--- src/drag_scroll_pointer_processor_macros.svh ---
// assertion macros for the drag-scroll pointer processor
// included by modules that carry concurrent checks; no other dependencies
`ifndef DRAG_SCROLL_POINTER_PROCESSOR_MACROS_SVH
`define DRAG_SCROLL_POINTER_PROCESSOR_MACROS_SVH

// antecedent implies consequent in the same cycle
`define DSP_ASSERT_IMP(lbl, clk, rst_n, ante, cons, msg) \
  lbl: assert property (@(posedge clk) disable iff (!rst_n) (ante) |-> (cons)) \
    else $error(msg);

// antecedent implies consequent in the next cycle
`define DSP_ASSERT_NXT(lbl, clk, rst_n, ante, cons, msg) \
  lbl: assert property (@(posedge clk) disable iff (!rst_n) (ante) |=> (cons)) \
    else $error(msg);

`endif

--- src/dsp_pkg.sv ---
// shared types, codes and constants of the drag-scroll pointer processor
// no dependencies; used by every module of the block but the divider
`default_nettype none

package dsp_pkg;

  localparam int FRAC_BITS_DEF = 16;
  localparam int CPI_W         = 14;
  localparam int DIV_W         = 5;
  localparam int PIX_W         = 8;
  localparam int ADDR_W        = 4;
  localparam int DATA_W        = 32;

  localparam logic [CPI_W-1:0] CPI_MIN_RST = 14'd200;
  localparam logic [CPI_W-1:0] CPI_MAX_RST = 14'd12000;
  localparam logic [CPI_W-1:0] CPI_DEF_RST = 14'd400;

  localparam logic [DIV_W-1:0] DIV_DEF_RST = 5'd5;
  localparam logic [DIV_W-1:0] DIV_LO      = 5'd1;
  localparam logic [DIV_W-1:0] DIV_HI      = 5'd20;

  // cpi tiers, one bit wider than the cpi so a step up cannot wrap
  localparam logic [CPI_W:0] CPI_TIER_HI  = 15'd5000;
  localparam logic [CPI_W:0] CPI_TIER_MID = 15'd1500;
  localparam logic [CPI_W:0] CPI_STEP_HI  = 15'd1000;
  localparam logic [CPI_W:0] CPI_STEP_MID = 15'd500;
  localparam logic [CPI_W:0] CPI_STEP_LO  = 15'd200;

  localparam logic MODE_MOTION = 1'b0;
  localparam logic MODE_KEY    = 1'b1;

  typedef enum logic [2:0] {
    KEY_CPI_UP,
    KEY_CPI_DOWN,
    KEY_CPI_DEF,
    KEY_DRAG,
    KEY_SCROLL_UP,
    KEY_SCROLL_DOWN,
    KEY_SCROLL_DEF,
    KEY_INVERT
  } dsp_key_t;

  typedef enum logic [1:0] {
    REG_CPI_MIN,
    REG_CPI_MAX,
    REG_CPI_DEF,
    REG_DIV_DEF
  } dsp_reg_t;

  typedef enum logic [1:0] {
    S_IDLE,
    S_DIV,
    S_SUM,
    S_WB
  } dsp_state_t;

  typedef struct packed {
    logic                    mode;
    dsp_key_t                key;
    logic                    pressed;
    logic signed [PIX_W-1:0] x_in;
    logic signed [PIX_W-1:0] y_in;
    logic signed [PIX_W-1:0] h_in;
    logic signed [PIX_W-1:0] v_in;
  } dsp_in_t;

  typedef struct packed {
    logic signed [PIX_W-1:0] x_out;
    logic signed [PIX_W-1:0] y_out;
    logic signed [PIX_W-1:0] h_out;
    logic signed [PIX_W-1:0] v_out;
    logic [CPI_W-1:0]        cpi_now;
    logic                    cpi_write;
  } dsp_out_t;

  typedef struct packed {
    logic load;
    logic start_div;
    logic sum_en;
    logic wb_en;
  } dsp_cmd_t;

  typedef struct packed {
    logic in_is_key;
    logic drag;
    logic div_done;
  } dsp_sts_t;

  typedef struct packed {
    logic              wr_en;
    dsp_reg_t          idx;
    logic [DATA_W-1:0] wdata;
  } dsp_cfg_t;

  function automatic logic [DIV_W-1:0] clamp_div(input logic [DIV_W-1:0] d);
    if (d < DIV_LO) return DIV_LO;
    if (d > DIV_HI) return DIV_HI;
    return d;
  endfunction

endpackage

`default_nettype wire

--- src/dsp_div.sv ---
// serial restoring divider, one quotient bit per cycle
// unsigned dividend over a narrow unsigned divisor; no package dependency
`default_nettype none

module dsp_div #(
  parameter int NUM_W = 24,
  parameter int DEN_W = 5
) (
  input  wire logic             clk,
  input  wire logic             rst_n,
  input  wire logic             start,
  input  wire logic [NUM_W-1:0] dividend,
  input  wire logic [DEN_W-1:0] divisor,
  output logic                  busy,
  output logic [NUM_W-1:0]      quotient
);

  localparam int CNT_W = $clog2(NUM_W + 1);

  logic [CNT_W-1:0] cnt_r, cnt_nxt;
  logic [NUM_W-1:0] quo_r, quo_nxt;
  logic [DEN_W-1:0] rem_r, rem_nxt;
  logic [DEN_W-1:0] den_r, den_nxt;
  logic [DEN_W:0]   trial;
  logic [DEN_W:0]   diff;
  logic             ge;

  assign busy     = (cnt_r != '0);
  assign quotient = quo_r;

  always_comb begin
    trial   = {rem_r, quo_r[NUM_W-1]};
    diff    = trial - {1'b0, den_r};
    ge      = (trial >= {1'b0, den_r});
    cnt_nxt = cnt_r;
    quo_nxt = quo_r;
    rem_nxt = rem_r;
    den_nxt = den_r;
    if (start) begin
      cnt_nxt = CNT_W'(NUM_W);
      quo_nxt = dividend;
      rem_nxt = '0;
      den_nxt = divisor;
    end else if (busy) begin
      cnt_nxt = cnt_r - 1'b1;
      rem_nxt = ge ? diff[DEN_W-1:0] : trial[DEN_W-1:0];
      quo_nxt = {quo_r[NUM_W-2:0], ge};
    end
  end

  always_ff @(posedge clk) begin
    if (!rst_n) begin
      cnt_r <= '0;
    end else begin
      cnt_r <= cnt_nxt;
    end
    quo_r <= quo_nxt;
    rem_r <= rem_nxt;
    den_r <= den_nxt;
  end

endmodule

`default_nettype wire

--- src/dsp_datapath.sv ---
// datapath: config registers, cpi/divisor state, drag accumulators, result register
// depends on dsp_pkg, dsp_div and the assertion macro header
`default_nettype none
`include "drag_scroll_pointer_processor_macros.svh"

module dsp_datapath #(
  parameter int FRAC_BITS = dsp_pkg::FRAC_BITS_DEF
) (
  input  wire logic                        clk,
  input  wire logic                        rst_n,
  input  wire dsp_pkg::dsp_cmd_t           cmd,
  output dsp_pkg::dsp_sts_t                sts,
  input  wire dsp_pkg::dsp_in_t            in_data,
  output dsp_pkg::dsp_out_t                out_data,
  input  wire dsp_pkg::dsp_cfg_t           cfg,
  input  wire dsp_pkg::dsp_reg_t           cfg_raddr,
  output logic [dsp_pkg::DATA_W-1:0]       cfg_rdata
);

  localparam int NUM_W = FRAC_BITS + dsp_pkg::PIX_W;
  localparam int AW    = NUM_W + 1;
  localparam int IP_W  = AW - FRAC_BITS;

  logic [dsp_pkg::CPI_W-1:0] cpi_min_r, cpi_max_r, cpi_def_r;
  logic [dsp_pkg::DIV_W-1:0] div_def_r;
  logic [dsp_pkg::CPI_W-1:0] cpi_r, cpi_nxt;
  logic [dsp_pkg::DIV_W-1:0] div_r, div_nxt;
  logic                      inv_r, inv_nxt;
  logic                      drag_r, drag_nxt;
  logic [AW-1:0]             acc_h_r, acc_h_nxt, acc_v_r, acc_v_nxt;
  logic [AW-1:0]             sum_h_r, sum_h_nxt, sum_v_r, sum_v_nxt;
  dsp_pkg::dsp_in_t          item_r;
  dsp_pkg::dsp_out_t         out_r, out_nxt;

  logic [NUM_W-1:0]          q_h, q_v;
  logic                      busy_h, busy_v;
  logic [dsp_pkg::CPI_W:0]   cpi_ext, step, cpi_stepped, cpi_clamped;
  logic [AW-1:0]             mag_h, mag_v;
  logic                      neg_h, neg_v;

  function automatic logic [dsp_pkg::PIX_W-1:0] abs_pix(input logic [dsp_pkg::PIX_W-1:0] p);
    return p[dsp_pkg::PIX_W-1] ? (-p) : p;
  endfunction

  function automatic logic [dsp_pkg::PIX_W-1:0] wheel_val(input logic [IP_W-1:0] ip_mag,
                                                          input logic neg);
    logic [dsp_pkg::PIX_W-1:0] sat;
    sat = (ip_mag > IP_W'(127)) ? 8'd127 : {1'b0, ip_mag[6:0]};
    return neg ? (-sat) : sat;
  endfunction

  function automatic logic [AW-1:0] keep_frac(input logic [AW-1:0] mag, input logic neg);
    logic [AW-1:0] f;
    f = {{IP_W{1'b0}}, mag[FRAC_BITS-1:0]};
    return neg ? (-f) : f;
  endfunction

  // two dividers, x and y run side by side
  dsp_div #(.NUM_W(NUM_W), .DEN_W(dsp_pkg::DIV_W)) u_div_h (
    .clk      (clk),
    .rst_n    (rst_n),
    .start    (cmd.start_div),
    .dividend ({abs_pix(in_data.x_in), {FRAC_BITS{1'b0}}}),
    .divisor  (div_r),
    .busy     (busy_h),
    .quotient (q_h)
  );

  dsp_div #(.NUM_W(NUM_W), .DEN_W(dsp_pkg::DIV_W)) u_div_v (
    .clk      (clk),
    .rst_n    (rst_n),
    .start    (cmd.start_div),
    .dividend ({abs_pix(in_data.y_in), {FRAC_BITS{1'b0}}}),
    .divisor  (div_r),
    .busy     (busy_v),
    .quotient (q_v)
  );

  assign sts.in_is_key = (in_data.mode == dsp_pkg::MODE_KEY);
  assign sts.drag      = drag_r;
  assign sts.div_done  = !busy_h && !busy_v;
  assign out_data      = out_r;

  // signed add of the truncated increment
  assign sum_h_nxt = item_r.x_in[dsp_pkg::PIX_W-1] ? (acc_h_r - {1'b0, q_h})
                                                   : (acc_h_r + {1'b0, q_h});
  assign sum_v_nxt = item_r.y_in[dsp_pkg::PIX_W-1] ? (acc_v_r - {1'b0, q_v})
                                                   : (acc_v_r + {1'b0, q_v});

  // tiered cpi step and clamp
  always_comb begin
    cpi_ext = {1'b0, cpi_r};
    if (cpi_ext > dsp_pkg::CPI_TIER_HI) begin
      step = dsp_pkg::CPI_STEP_HI;
    end else if (cpi_ext > dsp_pkg::CPI_TIER_MID) begin
      step = dsp_pkg::CPI_STEP_MID;
    end else begin
      step = dsp_pkg::CPI_STEP_LO;
    end
    if (item_r.key == dsp_pkg::KEY_CPI_UP) begin
      cpi_stepped = cpi_ext + step;
    end else if (cpi_ext > step) begin
      cpi_stepped = cpi_ext - step;
    end else begin
      cpi_stepped = cpi_ext;
    end
    cpi_clamped = cpi_stepped;
    if (cpi_clamped < {1'b0, cpi_min_r}) cpi_clamped = {1'b0, cpi_min_r};
    if (cpi_clamped > {1'b0, cpi_max_r}) cpi_clamped = {1'b0, cpi_max_r};
  end

  // write-back of one item
  always_comb begin
    mag_h     = sum_h_r[AW-1] ? (-sum_h_r) : sum_h_r;
    mag_v     = sum_v_r[AW-1] ? (-sum_v_r) : sum_v_r;
    neg_h     = sum_h_r[AW-1];
    neg_v     = sum_v_r[AW-1];
    cpi_nxt   = cpi_r;
    div_nxt   = div_r;
    inv_nxt   = inv_r;
    drag_nxt  = drag_r;
    acc_h_nxt = acc_h_r;
    acc_v_nxt = acc_v_r;
    out_nxt   = '0;
    if (item_r.mode == dsp_pkg::MODE_KEY) begin
      unique case (item_r.key) inside
        dsp_pkg::KEY_CPI_UP, dsp_pkg::KEY_CPI_DOWN: begin
          if (item_r.pressed) begin
            cpi_nxt           = cpi_clamped[dsp_pkg::CPI_W-1:0];
            out_nxt.cpi_write = 1'b1;
          end
        end
        dsp_pkg::KEY_CPI_DEF: begin
          if (item_r.pressed) begin
            cpi_nxt           = cpi_def_r;
            out_nxt.cpi_write = 1'b1;
          end
        end
        dsp_pkg::KEY_DRAG: begin
          drag_nxt = item_r.pressed;
        end
        dsp_pkg::KEY_SCROLL_UP: begin
          if (item_r.pressed && div_r > dsp_pkg::DIV_LO) div_nxt = div_r - 1'b1;
        end
        dsp_pkg::KEY_SCROLL_DOWN: begin
          if (item_r.pressed) div_nxt = dsp_pkg::clamp_div(div_r + 1'b1);
        end
        dsp_pkg::KEY_SCROLL_DEF: begin
          if (item_r.pressed) div_nxt = dsp_pkg::clamp_div(div_def_r);
        end
        dsp_pkg::KEY_INVERT: begin
          if (item_r.pressed) inv_nxt = !inv_r;
        end
      endcase
    end else if (drag_r) begin
      acc_h_nxt     = keep_frac(mag_h, neg_h);
      acc_v_nxt     = keep_frac(mag_v, neg_v);
      out_nxt.h_out = wheel_val(mag_h[AW-1:FRAC_BITS], neg_h);
      out_nxt.v_out = wheel_val(mag_v[AW-1:FRAC_BITS], neg_v ^ inv_r);
    end else begin
      out_nxt.x_out = item_r.x_in;
      out_nxt.y_out = item_r.y_in;
      out_nxt.h_out = item_r.h_in;
      out_nxt.v_out = item_r.v_in;
    end
    out_nxt.cpi_now = cpi_nxt;
  end

  always_ff @(posedge clk) begin
    if (!rst_n) begin
      cpi_min_r <= dsp_pkg::CPI_MIN_RST;
      cpi_max_r <= dsp_pkg::CPI_MAX_RST;
      cpi_def_r <= dsp_pkg::CPI_DEF_RST;
      div_def_r <= dsp_pkg::DIV_DEF_RST;
      cpi_r     <= dsp_pkg::CPI_DEF_RST;
      div_r     <= dsp_pkg::clamp_div(dsp_pkg::DIV_DEF_RST);
      inv_r     <= 1'b1;
      drag_r    <= 1'b0;
      acc_h_r   <= '0;
      acc_v_r   <= '0;
    end else begin
      if (cfg.wr_en) begin
        unique case (cfg.idx)
          dsp_pkg::REG_CPI_MIN: cpi_min_r <= cfg.wdata[dsp_pkg::CPI_W-1:0];
          dsp_pkg::REG_CPI_MAX: cpi_max_r <= cfg.wdata[dsp_pkg::CPI_W-1:0];
          dsp_pkg::REG_CPI_DEF: cpi_def_r <= cfg.wdata[dsp_pkg::CPI_W-1:0];
          dsp_pkg::REG_DIV_DEF: div_def_r <= cfg.wdata[dsp_pkg::DIV_W-1:0];
        endcase
      end
      if (cmd.wb_en) begin
        cpi_r   <= cpi_nxt;
        div_r   <= div_nxt;
        inv_r   <= inv_nxt;
        drag_r  <= drag_nxt;
        acc_h_r <= acc_h_nxt;
        acc_v_r <= acc_v_nxt;
      end
    end
  end

  always_ff @(posedge clk) begin
    if (cmd.load)   item_r <= in_data;
    if (cmd.sum_en) begin
      sum_h_r <= sum_h_nxt;
      sum_v_r <= sum_v_nxt;
    end
    if (cmd.wb_en)  out_r <= out_nxt;
  end

  always_comb begin
    unique case (cfg_raddr)
      dsp_pkg::REG_CPI_MIN: cfg_rdata = dsp_pkg::DATA_W'(cpi_min_r);
      dsp_pkg::REG_CPI_MAX: cfg_rdata = dsp_pkg::DATA_W'(cpi_max_r);
      dsp_pkg::REG_CPI_DEF: cfg_rdata = dsp_pkg::DATA_W'(cpi_def_r);
      dsp_pkg::REG_DIV_DEF: cfg_rdata = dsp_pkg::DATA_W'(div_def_r);
    endcase
  end

  // divisor stays in its legal range whatever keys arrive
  `DSP_ASSERT_IMP(a_div_range, clk, rst_n, 1'b1,
                  (div_r >= dsp_pkg::DIV_LO) && (div_r <= dsp_pkg::DIV_HI),
                  "scroll divisor out of range")

endmodule

`default_nettype wire

--- src/dsp_ctrl.sv ---
// controller: sequences accept, divide, sum and write-back of one request
// depends on dsp_pkg and the assertion macro header
`default_nettype none
`include "drag_scroll_pointer_processor_macros.svh"

module dsp_ctrl (
  input  wire logic          clk,
  input  wire logic          rst_n,
  input  wire logic          in_valid,
  output logic               in_stall,
  output logic               out_valid,
  input  wire logic          out_stall,
  output dsp_pkg::dsp_cmd_t  cmd,
  input  wire dsp_pkg::dsp_sts_t sts
);

  dsp_pkg::dsp_state_t state_r, state_nxt;
  logic                out_valid_r, out_valid_nxt;

  assign out_valid = out_valid_r;

  always_ff @(posedge clk) begin
    if (!rst_n) begin
      state_r     <= dsp_pkg::S_IDLE;
      out_valid_r <= 1'b0;
    end else begin
      state_r     <= state_nxt;
      out_valid_r <= out_valid_nxt;
    end
  end

  always_comb begin
    state_nxt = state_r;
    cmd       = '0;
    in_stall  = (state_r != dsp_pkg::S_IDLE);
    unique case (state_r)
      dsp_pkg::S_IDLE: begin
        if (in_valid) begin
          cmd.load = 1'b1;
          if (!sts.in_is_key && sts.drag) begin
            cmd.start_div = 1'b1;
            state_nxt     = dsp_pkg::S_DIV;
          end else begin
            state_nxt = dsp_pkg::S_WB;
          end
        end
      end
      dsp_pkg::S_DIV: begin
        if (sts.div_done) state_nxt = dsp_pkg::S_SUM;
      end
      dsp_pkg::S_SUM: begin
        cmd.sum_en = 1'b1;
        state_nxt  = dsp_pkg::S_WB;
      end
      dsp_pkg::S_WB: begin
        // hold until the result register is free
        if (!out_valid_r || !out_stall) begin
          cmd.wb_en = 1'b1;
          state_nxt = dsp_pkg::S_IDLE;
        end
      end
    endcase
    out_valid_nxt = cmd.wb_en || (out_valid_r && out_stall);
  end

  `DSP_ASSERT_NXT(a_accept_leaves_idle, clk, rst_n,
                  (state_r == dsp_pkg::S_IDLE) && in_valid,
                  state_r != dsp_pkg::S_IDLE, "accepted request left controller idle")
  `DSP_ASSERT_NXT(a_div_wait, clk, rst_n,
                  (state_r == dsp_pkg::S_DIV) && !sts.div_done,
                  state_r == dsp_pkg::S_DIV, "left divide before quotient ready")
  `DSP_ASSERT_NXT(a_wb_shows_result, clk, rst_n, cmd.wb_en, out_valid_r,
                  "write-back did not raise out_valid")

endmodule

`default_nettype wire

--- src/drag_scroll_pointer_processor.sv ---
// key events and plain motion go from accept straight to write-back, then out_valid;
// drag motion goes accept, divide, sum, write-back; one request is in flight at a time
// the drag path is paced by the serial restoring dividers, one quotient bit per cycle
// a new request is taken while a finished result still waits in the output register
// reset is synchronous, active low: registers to defaults, cpi 400, divisor 5,
// invert on, drag off, accumulators zero; no clearing pass
`default_nettype none

module drag_scroll_pointer_processor #(
  parameter int FRAC_BITS = dsp_pkg::FRAC_BITS_DEF
) (
  input  wire logic                         clk,
  input  wire logic                         rst_n,
  // request channel
  input  wire logic                         in_valid,
  output logic                              in_stall,
  input  wire dsp_pkg::dsp_in_t             in_data,
  // result channel
  output logic                              out_valid,
  input  wire logic                         out_stall,
  output dsp_pkg::dsp_out_t                 out_data,
  // apb-style register port
  input  wire logic                         psel,
  input  wire logic                         penable,
  input  wire logic                         pwrite,
  input  wire logic [dsp_pkg::ADDR_W-1:0]   paddr,
  input  wire logic [dsp_pkg::DATA_W-1:0]   pwdata,
  output logic [dsp_pkg::DATA_W-1:0]        prdata,
  output logic                              pready
);

  dsp_pkg::dsp_cmd_t cmd;
  dsp_pkg::dsp_sts_t sts;
  dsp_pkg::dsp_cfg_t cfg;
  dsp_pkg::dsp_reg_t reg_sel;

  // registers sit on word addresses, low address bits ignored
  assign reg_sel   = dsp_pkg::dsp_reg_t'(paddr[3:2]);
  assign pready    = 1'b1;
  // write lands in the access phase
  assign cfg.wr_en = psel && penable && pwrite;
  assign cfg.idx   = reg_sel;
  assign cfg.wdata = pwdata;

  // sequencer: idle, divide, sum, write-back
  dsp_ctrl u_ctrl (
    .clk       (clk),
    .rst_n     (rst_n),
    .in_valid  (in_valid),
    .in_stall  (in_stall),
    .out_valid (out_valid),
    .out_stall (out_stall),
    .cmd       (cmd),
    .sts       (sts)
  );

  // state, accumulators, dividers and the result register
  dsp_datapath #(.FRAC_BITS(FRAC_BITS)) u_datapath (
    .clk       (clk),
    .rst_n     (rst_n),
    .cmd       (cmd),
    .sts       (sts),
    .in_data   (in_data),
    .out_data  (out_data),
    .cfg       (cfg),
    .cfg_raddr (reg_sel),
    .cfg_rdata (prdata)
  );

endmodule

`default_nettype wire
--- config.mk ---
export PLATFORM = sky130hd
export DESIGN_NAME = drag_scroll_pointer_processor
export DESIGN_NICKNAME = d
export VERILOG_FILES = /design/src/dsp_pkg.sv /design/src/dsp_div.sv /design/src/dsp_datapath.sv /design/src/dsp_ctrl.sv /design/src/drag_scroll_pointer_processor.sv
export VERILOG_INCLUDE_DIRS = /design/src /design/src/src
export SDC_FILE = /design/constraint.sdc
export NUM_CORES = 1
export LEC_CHECK = 0
export CAP_MARGIN = 5
export CORE_MARGIN = 1
export CORE_UTILIZATION = 59
export CTS_CLUSTER_DIAMETER = 40
export DETAILED_ROUTE_END_ITERATION = 8
export DONT_BUFFER_PORTS = 1
export HOLD_SLACK_MARGIN = 0.12
export PLACE_DENSITY = 0.77
export RECOVER_POWER = 50
export SETUP_SLACK_MARGIN = 0.1
export SYNTH_ARGS = -nofsm -noshare
export SYNTH_HDL_FRONTEND = slang
export SYNTH_SLANG_ARGS = --single-unit
--- constraint.sdc ---
create_clock -name clk -period 7.33 [get_ports clk]
set_input_delay 0 -clock clk [delete_from_list [all_inputs] [get_ports clk]]
set_output_delay 0 -clock clk [all_outputs]
set_load 0.005 [all_outputs]
; ---- Word-level counts from Yosys, hierarchy flattened
; Cells that the tools add are included.
[totals]
regBits = 328
input_bits = 80
output_inout_bits = 82
word_cells = 207
[classes]
n_addsub = 20
magnitude_cmp = 14
n_eq_ne = 19
n_mux = 76
bitwise_logic = 3
n_reduce_logical = 37
[op_table]
columns = operator, count
row1 = 2-to-1 mux 25 bit, 6
row2 = one-hot mux 32 bit (4 select lines), 1
row3 = 2-to-1 mux 24 bit, 4
row4 = 2-to-1 mux 5 bit, 17
row5 = 2-to-1 mux 14 bit, 4
row6 = adder 25 x 24 -> 25 bit, 2
row7 = negation 16 -> 25 bit, 2
row8 = negation 25 bit, 2
row9 = subtractor 25 x 24 -> 25 bit, 2
row10 = 2-to-1 mux 15 bit, 3
row11 = 2-to-1 mux 8 bit, 4
row12 = negation 8 bit, 4
row13 = one-hot mux 14 bit (2 select lines), 1
row14 = 2-to-1 mux 1 bit, 23
row15 = "greater-than comparator 9 x 7 -> 1 bit, second input constant", 2
row16 = 2-to-1 mux 16 bit, 1
row17 = adder 14 x 10 -> 15 bit, 1
row18 = greater-than comparator 15 x 14 -> 1 bit, 1
row19 = < comparator 15 x 14 -> 1 bit, 1
row20 = one-hot mux 5 bit (3 select lines), 1
row21 = subtractor 14 x 10 -> 15 bit, 1
row22 = "subtractor 5 x 1 -> 5 bit, second input constant", 3
row23 = greater-than comparator 14 x 10 -> 1 bit, 1
row24 = "greater-than comparator 14 x 11 -> 1 bit, second input constant", 1
row25 = other kinds (35), 81

; ---- Longest topological paths before layout
; Gate-level depths: netlist of run 1.
[depth]
ltp_word = 14
depth_mapped = 34

; ---- By module
; From an unflattened synthesis of run 1, not the netlist that was laid out.
[hier_totals]
cells_unflattened = 2378
area_unflattened_um2 = 21921.0
[by_module_without_submodules]
columns = mod, instances, cells_each, area_per_inst_um2, seq_area_each_um2
row1 = dsp_datapath, 1, 2071, 17962.2, 6346.1
row2 = dsp_div (u_datapath.u_div_h), 1, 140, 1870.5, 1071.0
row3 = dsp_div (u_datapath.u_div_v), 1, 138, 1830.5, 1071.0
row4 = dsp_ctrl, 1, 26, 240.2, 60.1
row5 = drag_scroll_pointer_processor, 1, 3, 17.5, 0.0

; ---- Least setup slack after synthesis of run 1
; No wires, ideal clock.
[synth_timing]
path_kind = register -> register
from = register u_datapath.cpi_r[0] (netlist name)
to = register u_datapath.out_r, in the netlist u_datapath.out_data[1] (data pin)
setup_ps = 259
arrival_ps = 7569
required_ps = 7071
slack_ps = -498
path_stages_with_launch = 33
n_path_buf = 5
synth_period_minus_slack_ps = 7828
cell_sequence = dfxtp_1 -> nor2_1 -> a21oi_1 -> nor4_1 -> o21ai_0 -> a21oi_1 -> nand2_1 -> ha_1 -> buf_2 -> nor4bb_1 -> a211oi_1 -> a211o_1 -> clkbuf_1 -> o31ai_1 -> nor2_1 -> ha_1 -> a21o_1 -> a211oi_1 -> o21ai_0 -> a221o_1 -> or2_2 -> clkbuf_1 -> buf_2 -> mux2_2 -> ha_1 -> a21oi_1 -> nor2b_1 -> a2111oi_0 -> or4b_2 -> a31oi_1 -> clkbuf_1 -> a21oi_1 -> a211o_1
[synth_via]
elab_chain_cells = 13
word_cells_on_any_way = 17
[synth_rtl]
columns = item, line_no
row1 = start: declaration, dsp_datapath.sv:26  ; logic [dsp_pkg::CPI_W-1:0] cpi_r, cpi_nxt;
row2 = start signal: assignment, dsp_datapath.sv:175  ; cpi_r <= dsp_pkg::CPI_DEF_RST;
row3 = start signal: assignment, dsp_datapath.sv:191  ; cpi_r <= cpi_nxt;
row4 = greater-than comparator 14 x 11 -> 1 bit, dsp_datapath.sv:95  ; end else if (cpi_ext > dsp_pkg::CPI_TIER_MID) begin
row5 = 2-to-1 mux 9 bit, dsp_datapath.sv:95
row6 = 2-to-1 mux 10 bit, dsp_datapath.sv:93  ; if (cpi_ext > dsp_pkg::CPI_TIER_HI) begin
row7 = subtractor 14 x 10 -> 15 bit / greater-than comparator 14 x 10 -> 1 bit (equally long branches), "dsp_datapath.sv:103, dsp_datapath.sv:102"
row8 = 2-to-1 mux 15 bit, dsp_datapath.sv:102  ; end else if (cpi_ext > step) begin
row9 = 2-to-1 mux 15 bit, dsp_datapath.sv:100  ; if (item_r.key == dsp_pkg::KEY_CPI_UP) begin
row10 = < comparator 15 x 14 -> 1 bit, dsp_datapath.sv:108  ; if (cpi_clamped < {1'b0, cpi_min_r}) cpi_clamped = {1'b0, cpi_min_r};
row11 = 2-to-1 mux 15 bit, dsp_datapath.sv:108
row12 = greater-than comparator 15 x 14 -> 1 bit, dsp_datapath.sv:109  ; if (cpi_clamped > {1'b0, cpi_max_r}) cpi_clamped = {1'b0, cpi_max_r};
row13 = 2-to-1 mux 14 bit, dsp_datapath.sv:109
row14 = 2-to-1 mux 14 bit, dsp_datapath.sv:128  ; if (item_r.pressed) begin
row15 = one-hot mux 14 bit (2 select lines), dsp_datapath.sv:126  ; unique case (item_r.key) inside
row16 = 2-to-1 mux 14 bit (*), dsp_datapath.sv:125  ; if (item_r.mode == dsp_pkg::MODE_KEY) begin
row17 = "net u_datapath.cpi_nxt, one bit", dsp_datapath.sv:26
row18 = end signal: assignment, dsp_datapath.sv:207  ; if (cmd.wb_en) out_r <= out_nxt;
row19 = end: declaration, dsp_datapath.sv:33  ; dsp_pkg::dsp_out_t out_r, out_nxt;
; The timed path passes the listed nets; every way through them passes the cells marked *.
; A chain may end at the register's enable or synchronous reset.

; ---- Final worst setup path of run 1
[layout_timing]
from = register u_datapath.cpi_r[1] (netlist name)
to = register u_datapath.out_r, in the netlist u_datapath.out_data[12] (data pin)
[layout_via]
elab_chain_cells = 13
word_cells_on_any_way = 16
[layout_rtl]
columns = item, line_no
row1 = greater-than comparator 14 x 11 -> 1 bit, dsp_datapath.sv:95
row2 = 2-to-1 mux 9 bit, dsp_datapath.sv:95
row3 = 2-to-1 mux 10 bit, dsp_datapath.sv:93
row4 = subtractor 14 x 10 -> 15 bit / greater-than comparator 14 x 10 -> 1 bit (equally long branches), "dsp_datapath.sv:103, dsp_datapath.sv:102"
row5 = 2-to-1 mux 15 bit, dsp_datapath.sv:102
row6 = 2-to-1 mux 15 bit (*), dsp_datapath.sv:100
row7 = < comparator 15 x 14 -> 1 bit, dsp_datapath.sv:108
row8 = 2-to-1 mux 15 bit (*), dsp_datapath.sv:108
row9 = greater-than comparator 15 x 14 -> 1 bit, dsp_datapath.sv:109
row10 = 2-to-1 mux 14 bit (*), dsp_datapath.sv:109
row11 = 2-to-1 mux 14 bit (*), dsp_datapath.sv:128
row12 = one-hot mux 14 bit (2 select lines) (*), dsp_datapath.sv:126
row13 = 2-to-1 mux 14 bit (*), dsp_datapath.sv:125
row14 = "net u_datapath.cpi_nxt, one bit", dsp_datapath.sv:26
; Marked as above.

==> impl_metrics.toml, run 1 <==
[clock_network]
cts.sinks = 326
clkLatencyLatePin_ns = 0.60
cts_root_buffer = "clkbuf_16"
cts_max_level = 2
clk_path_buf_depth = 3
clk_pin_slew_ns = 0.05
cts_tree = "done"
cts_buffers = 50

[cells_and_area]
syn2layout_area_growth_pct = 18.0
final_common_cell = "nand2_1"
final.fill_count = 2589
layout-drive-gt1-share_pct = 10.9
instances_no_fill = 3017
layout_common_cells = "nand2_1 (323), a21oi_1 (206), nor2_1 (170), dfxtp_1 (169), edfxtp_1 (155)"
design_area_sq_um = 24600
finalNetCount = 2724

[run_status]
violations = "max-capacitance violations, max-slew violations"
run_status = "finished, violations left"

[floorplanning]
die_w_microns = 190
initial_core_util_pct = 60.1
rows = 68
die_area_sq_um = 36100
pin_count = 162
die_y_microns = 190
coreArea_sq_um = 34700

[synthesis]
ys_seq_area_share_pct = 38.7
async_flop_share_pct = 0
postSynthRegisterBits = 326
synth_cell_types = 91
yosysWarnings = 0
syn_area_per_cell_sq_um = 8.68
syn-cell-area_sq_um = 20900
syn_inst = 2405
ys.flop_type = "dfxtp_1"
synth_edf_count = 155

[critical_path]
crit_start = "u_datapath.cpi_r[1]"
r2r_start = "u_datapath.cpi_r[1]"
cp-end-kind = "register"
crit_arrival_ns = 7.37
crit_family = "compound AO/OA/AOI/OAI gates"
criticalPathCategory = "reg -> reg"
slowest_delay_ns = 0.52
cp.required_ns = 7.64
cp_num_buf_inv = 3
slowest_stage = "or4b_4"
critPathLaunchType = "register"
crit_fanout = 8

[sta]
hold_viol_final = 0
setup_viol = 0
max_freq_ghz = 0.142
rsz0062_at_grt = "true"
min_period_over_period_pct = 96.3
whs_ns = 0.120
fin_crit_ns = 7.06
drv_slew = 180
slew_headroom_pct = -121
worst_pin_slew_ns = 3.31
finClkSkew_ns = 0.0249

[pwr]
power_density_nw_per_um2 = 328
leakagePower_nw = 9.39
peakVddDrop_v = 0.000322

[detailed_routing]
drtIter0Drc = 1516
drtPass1Iterations = 6
wl_per_cell_microns = 19.2
routed_wirelength_mm = 57.9
drc = 0
dr_total_vias = 18700
via_per_inst = 6.19
antenna_left = 0

[place]
dpl.hpwl_mm = 40.0
routabilityCongestion = 0.927
dpl-instance-area_sq_um = 21500
buffer_ports.inserted = 0
dpl.cell_count = 2807

[global_routing]
grt_pass1_wl_mm = 90.6
met3_usage_pct = 5.31
met2_usage_pct = 53.7
overflow = 0
grt-busiest-layer = "met2"
antenna_found_initial = 1
grt_max_degree = 64
met1_usage_pct = 38.6
grt_pass1_vias = 17900
grtUsageTotal_pct = 31.2

[flow_run]
cap_viol_max_count = 4

[worst_hold_path]
hp-class = "in -> out"
hold_start = "paddr[3]"
==> layout make-up <==
cell class / instances / area, sq um / share of cell area, %
timing repair buffer: 187 / 1670 / 6.76
clock inverter: 33 / 305 / 1.24
antenna: 1 / 2.50 / 0.0102
sequential: 326 / 8080 / 32.8
tap: 455 / 569 / 2.31
multi-input combinational: 1846 / 12300 / 49.8
inverter: 109 / 409 / 1.66
clock buffer: 60 / 1320 / 5.36
==> power by group <==
group	internal (mW)	switching, mW
clock	1.38	0.920
sequential	2.45	0.442
combinational	1.19	1.71
total	5.02	3.07
==> logic make-up (layout without fill, tap and decap cells) <==
logic type                 after synthesis  in the layout  share of synthesized area (%)
muxes                                   58             58                           3.19
buffers and inverters                  250            389                           5.05
xor gates and xnor gates               173            173                           7.26
and+or+nand+nor                        844            844                           19.1
DFF                                    326            326                           38.7
other                                    2             20                         0.0360
adders and majority gates              124            124                           7.65
AOI/OAI and AO/OA                      628            628                           19.0
==> synthesized netlist by cell type (all sizes together), types with 10 or more instances <==
library cell | instances | area, sq um
a211oi | 40 | 300
a21o | 27 | 203
a21oi | 215 | 1080
a22oi | 21 | 158
a31oi | 31 | 194
and2 | 31 | 196
and3 | 12 | 75.1
buf | 33 | 233
clkbuf | 108 | 412
dfxtp | 171 | 3420
edfxtp | 155 | 4650
ha | 118 | 1480
inv | 108 | 405
mux2 | 16 | 184
mux2i | 37 | 370
nand2 | 325 | 1220
nand2b | 24 | 150
nand3 | 50 | 250
nand4 | 12 | 75.1
nor2 | 174 | 653
nor2b | 31 | 194
nor3 | 81 | 405
nor4 | 15 | 100
nor4b | 10 | 87.6
o211ai | 27 | 203
o21a | 14 | 105
o21ai | 115 | 576
o21bai | 12 | 90.1
o22ai | 10 | 62.6
o31ai | 26 | 195
o41ai | 10 | 87.6
or2 | 11 | 68.8
or3 | 27 | 171
xnor2 | 112 | 981
xor2 | 61 | 534
==> state kept, by name, summed over array words and instances (netlist names), 2 cells and up <==
| register | cells |
|---|---|
| u_datapath.cpi_r | 14 |
| u_datapath.div_def_r | 5 |
| u_datapath.sum_v_r | 25 |
| u_datapath.acc_v_r | 24 |
| u_datapath.out_data | 47 |
| u_datapath.u_div_v.cnt_r | 5 |
| u_datapath.cpi_max_r | 14 |
| u_datapath.cpi_def_r | 14 |
| u_datapath.div_r | 5 |
| u_datapath.item_r | 37 |
| u_datapath.u_div_h.rem_r | 5 |
| u_datapath.u_div_h.den_r | 5 |
| u_datapath.cpi_min_r | 14 |
| u_datapath.sum_h_r | 25 |
| u_datapath.u_div_v.quotient | 24 |
| u_datapath.u_div_h.quotient | 24 |
| u_ctrl.state_r | 2 |
| u_datapath.u_div_h.cnt_r | 5 |
| u_datapath.u_div_v.rem_r | 5 |
| u_datapath.acc_h_r | 24 |
==> path summary, 6_finish.rpt <==
path                                           endpoint  slack (ns)  cells after the start
worst max register to register  u_datapath.out_data[12]        0.27                     29
worst min register to register   u_datapath.acc_h_r[10]        0.46                      2
worst min-delay path                          prdata[5]        0.12                      1
worst max-delay path            u_datapath.out_data[12]        0.27                     29
==> what timing repair did <==
action                                  4_1_cts  5_1_grt
buffers inserted                              2       13
endpoints found under the setup margin       26       28
gates cloned                                  0        0
resized for setup                             6       80
pin swaps                                     3       33
hold buffers                                100        1
hold endpoints to repair                    163        1
==> through the flow <==
| stage | total power [mW] | TNS [ns] | worst slack, ns | utilization [%] |
|---|---|---|---|---|
| floorplan | 4.93 | 0 | 0.230 | - |
| global placement | 5.48 | 0 | 0.147 | 61.9 |
| detailed placement | 5.62 | -0.274 | -0.0662 | 61.9 |
| CTS | 7.99 | 0 | 0.110 | 69.6 |
| global route | 8.56 | -0.0229 | -0.0229 | 71.0 |
| finish | 8.09 | 0 | 0.271 | 71.0 |
==> layer usage <==
layer / part of all wire [%] / wire length (microns)
met4: 3.2 / 1850
met3: 6.7 / 3880
met5: 0 / 0
met2: 49 / 28600
met1: 41 / 23500
(Power assumes the default switching activity.)
==> run 2: changes to the inputs <==
--- a/config.mk
+++ b/config.mk
@@ -6,16 +6,18 @@
 export SDC_FILE = /design/constraint.sdc
 export NUM_CORES = 1
 export LEC_CHECK = 0
+export ABC_AREA = 1
 export CAP_MARGIN = 5
 export CORE_MARGIN = 1
-export CORE_UTILIZATION = 59
+export CORE_UTILIZATION = 30
 export CTS_CLUSTER_DIAMETER = 40
 export DETAILED_ROUTE_END_ITERATION = 8
 export DONT_BUFFER_PORTS = 1
 export HOLD_SLACK_MARGIN = 0.12
-export PLACE_DENSITY = 0.77
+export PLACE_DENSITY = 0.44
 export RECOVER_POWER = 50
 export SETUP_SLACK_MARGIN = 0.1
 export SYNTH_ARGS = -nofsm -noshare
 export SYNTH_HDL_FRONTEND = slang
+export SYNTH_HIERARCHICAL = 1
 export SYNTH_SLANG_ARGS = --single-unit
==> run 2 against run 1 <==
  * The flow still finishes with violations (max-capacitance violations, max-slew violations)
  * Global-route usage is 14 points lower
  * Wire length is 13% higher
  * Cell count is 36% higher
  * Largest cell class unchanged
==> impl_metrics.toml, run 2 <==
[floorplanning]
die_w_microns = 272
coreArea_sq_um = 71900
die_area_sq_um = 74100
initial_core_util_pct = 30.5
rows = 98
die_y_microns = 272
pin_count = 162

[sta]
hold_viol_final = 0
setup_viol = 0
rsz0062_at_grt = "false"
finClkSkew_ns = 0.0615
worst_pin_slew_ns = 3.01
slew_headroom_pct = -101
max_freq_ghz = 0.150
fin_tns_setup_ns = 0
min_period_over_period_pct = 90.9
fin_crit_ns = 6.66
drv_slew = 118

[worst_hold_path]
hp-class = "in -> reg"

[global_routing]
overflow = 0
antenna_found_initial = 3
grt_pass1_wl_mm = 102
grtUsageTotal_pct = 17.4
grt_max_degree = 93
grt_pass1_vias = 18700

[critical_path]
slowest_delay_ns = 0.37
slowest_stage = "dfxtp_1"
crit_arrival_ns = 7.24
crit_fanout = 14
crit_end = "u_datapath/cpi_r[4]"
reg2reg_depth = 60
worst_r2r_endpoint = "u_datapath/cpi_r[4]"
crit_start = "u_datapath/cpi_r[0]"
cpMostUsedCell = "nand2_1"
ff2ff_setup_slack_ns = 0.67
cp.required_ns = 7.90
cp-end-kind = "register"
criticalPathCategory = "reg -> reg"
critPathLaunchType = "register"
r2r_start = "u_datapath/cpi_r[0]"

[pwr]
power_switching_mw = 5.34
p_int_mw = 7.29
power_density_nw_per_um2 = 466
power_mw = 12.6
peakVddDrop_v = 0.000344
clkPwrFrac_pct = 29.7
leakagePower_nw = 12.3
comb_power_share_pct = 46.0
seqPwrFrac_pct = 24.3
switching_share_pct = 42.3

[detailed_routing]
drtIter0Drc = 1155
antenna_left = 0
dr_total_vias = 19200
wl_per_cell_microns = 15.9
via_per_inst = 4.67
drc = 0
routed_wirelength_mm = 65.2
drtPass1Iterations = 5

[clock_network]
clk_path_buf_depth = 3
cts_buffers = 75
cts_root_buffer = "clkbuf_16"
clk_pin_slew_ns = 0.05
cts.sinks = 331
cts_max_level = 3
clkLatencyLatePin_ns = 0.63
cts_tree = "done"

[cells_and_area]
largest_reg_flops = 47
final.fill_count = 7497
syn2layout_area_growth_pct = 23.6
layout-drive-gt1-share_pct = 8.24
layout_common_cells = "nand2_1 (803), inv_1 (345), nor2_1 (224), a21oi_1 (210), edfxtp_1 (192)"
num_antenna_cells = 0
finalNetCount = 3297
utilization_pct = 37.7
final_common_cell = "nand2_1"

[synthesis]
synth_cell_types = 62
synth_edf_count = 192
synth_top_area_cell = "edfxtp_1"
syn_area_per_cell_sq_um = 7.52
syn-cell-area_sq_um = 21900
async_flop_share_pct = 0
postSynthRegisterBits = 331
ys_seq_area_share_pct = 39.0
synth_top_area_share_pct = 26.3
synth.area.top_cells = "edfxtp_1 (26%), nand2_1 (14%), dfxtp_1 (13%)"
ys.flop_type = "edfxtp_1"
synth.most_common_cell = "nand2_1"
yosysWarnings = 6
syn_inst = 2912
synth_common_cells = "nand2_1 (803), inv_1 (347), nor2_1 (227)"

[run_status]
violations = "max-capacitance violations, max-slew violations"
run_status = "finished, violations left"

[place]
dpl.hpwl_mm = 48.1
buffer_ports.inserted = 0
routabilityCongestion = 0.906

[flow_run]
cap_viol_max_count = 3
## run 2: cell count changes after synthesis, moves of 53 or more
cell      before  now
nand3_1       50  139
xor2_1        61  120
clkbuf_1     105   51
nor2_1       174  227
inv_1        108  347
nand2_1      325  803
## run 2: what timing repair did
action                                  in CTS  in global routing
hold endpoints to repair                   189                  0
gates resized for setup                      0                  6
hold buffers                               117                  0
buffers inserted                             0                  4
endpoints found under the setup margin       0                 28
## run 2: area by class of cell
class	count	area (sq um)	share of cell area, %
Timing Repair Buffer	153	1450	5.36
Clock buffer	84	1930	7.13
Tap cell	950	1190	4.39
Multi-Input combinational cell	2150	11600	43.0
Inverter	382	1440	5.30
Sequential cell	331	8550	31.6
Clock inverter	56	892	3.29
## run 2: power groups by stage
stage          sequential (mW)  combinational, mW  clock, mW
3_5_place_dp              3.09               5.62          0
5_1_grt                   3.13               6.65       3.92
3_3_place_gp              3.08               5.55          0
4_1_cts                   3.06               5.72       3.83
2_1_floorplan             2.96               4.36          0
6_report                  3.07               5.81       3.75
## run 2: logic make-up after synthesis
logic type / count (synthesis) / synth area share [%]
buffers and inverters: 480 / 8.75
AND/OR/NAND/NOR: 1332 / 26.2
AO/OA/AOI/OAI: 463 / 11.6
other: 2 / 0.0343
XOR/XNOR: 180 / 7.20
adder cells (fa/ha/maj): 124 / 7.29
flip-flops: 331 / 39.0
## run 2: per-layer routing
metal / routed length (microns) / up-vias / GRT usage, %
met2: 29600 / 443 / 28.4
met1: 30400 / 8774 / 22.8
li1: - / 9826 / -
met5: 22 / - / 0
met3: 3340 / 111 / 3.49
met4: 1770 / 4 / 6.14
## run 2: worst min-delay path by stage
stage / startpoint / end / slack [ns] / cells past startpoint
2_1_floorplan: in_data[0] / u_datapath/item_r[0] / 0.1 / 0
3_3_place_gp: in_data[6] / u_datapath/item_r[6] / 0.1 / 0
3_5_place_dp: in_data[35] / u_datapath/item_r[35] / 0.1 / 0
4_1_cts: pwdata[5] / u_datapath/cpi_def_r[5] / 0.12 / 3
5_1_grt: in_data[17] / u_datapath/item_r[17] / 0.15 / 1
6_report: pwdata[5] / u_datapath/cpi_def_r[5] / 0.14 / 3
## run 2: metrics by stage
step / std cells / instance area [sq um] / setup slack (ns) / hold slack [ns]
2_1_floorplan: 2961 / 22100 / 1.27 / 0.0989
3_3_place_gp: 3845 / 23100 / 0.453 / 0.0989
3_5_place_dp: 3845 / 23100 / 0.425 / 0.0989
4_1_cts: 4102 / 27100 / 0.376 / 0.122
5_1_grt: 4106 / 27100 / 0.0674 / 0.145
6_report: 4106 / 27100 / 0.666 / 0.143
## run 2: worst max-delay path, delay by kind of cell (launching register included)
kind,cells,cell delay [ns]
and+or+nand+nor,45,3.98
adders and majority gates,3,0.92
buffers and inverters,8,0.75
DFF,1,0.37
AOI/OAI and AO/OA,4,0.59
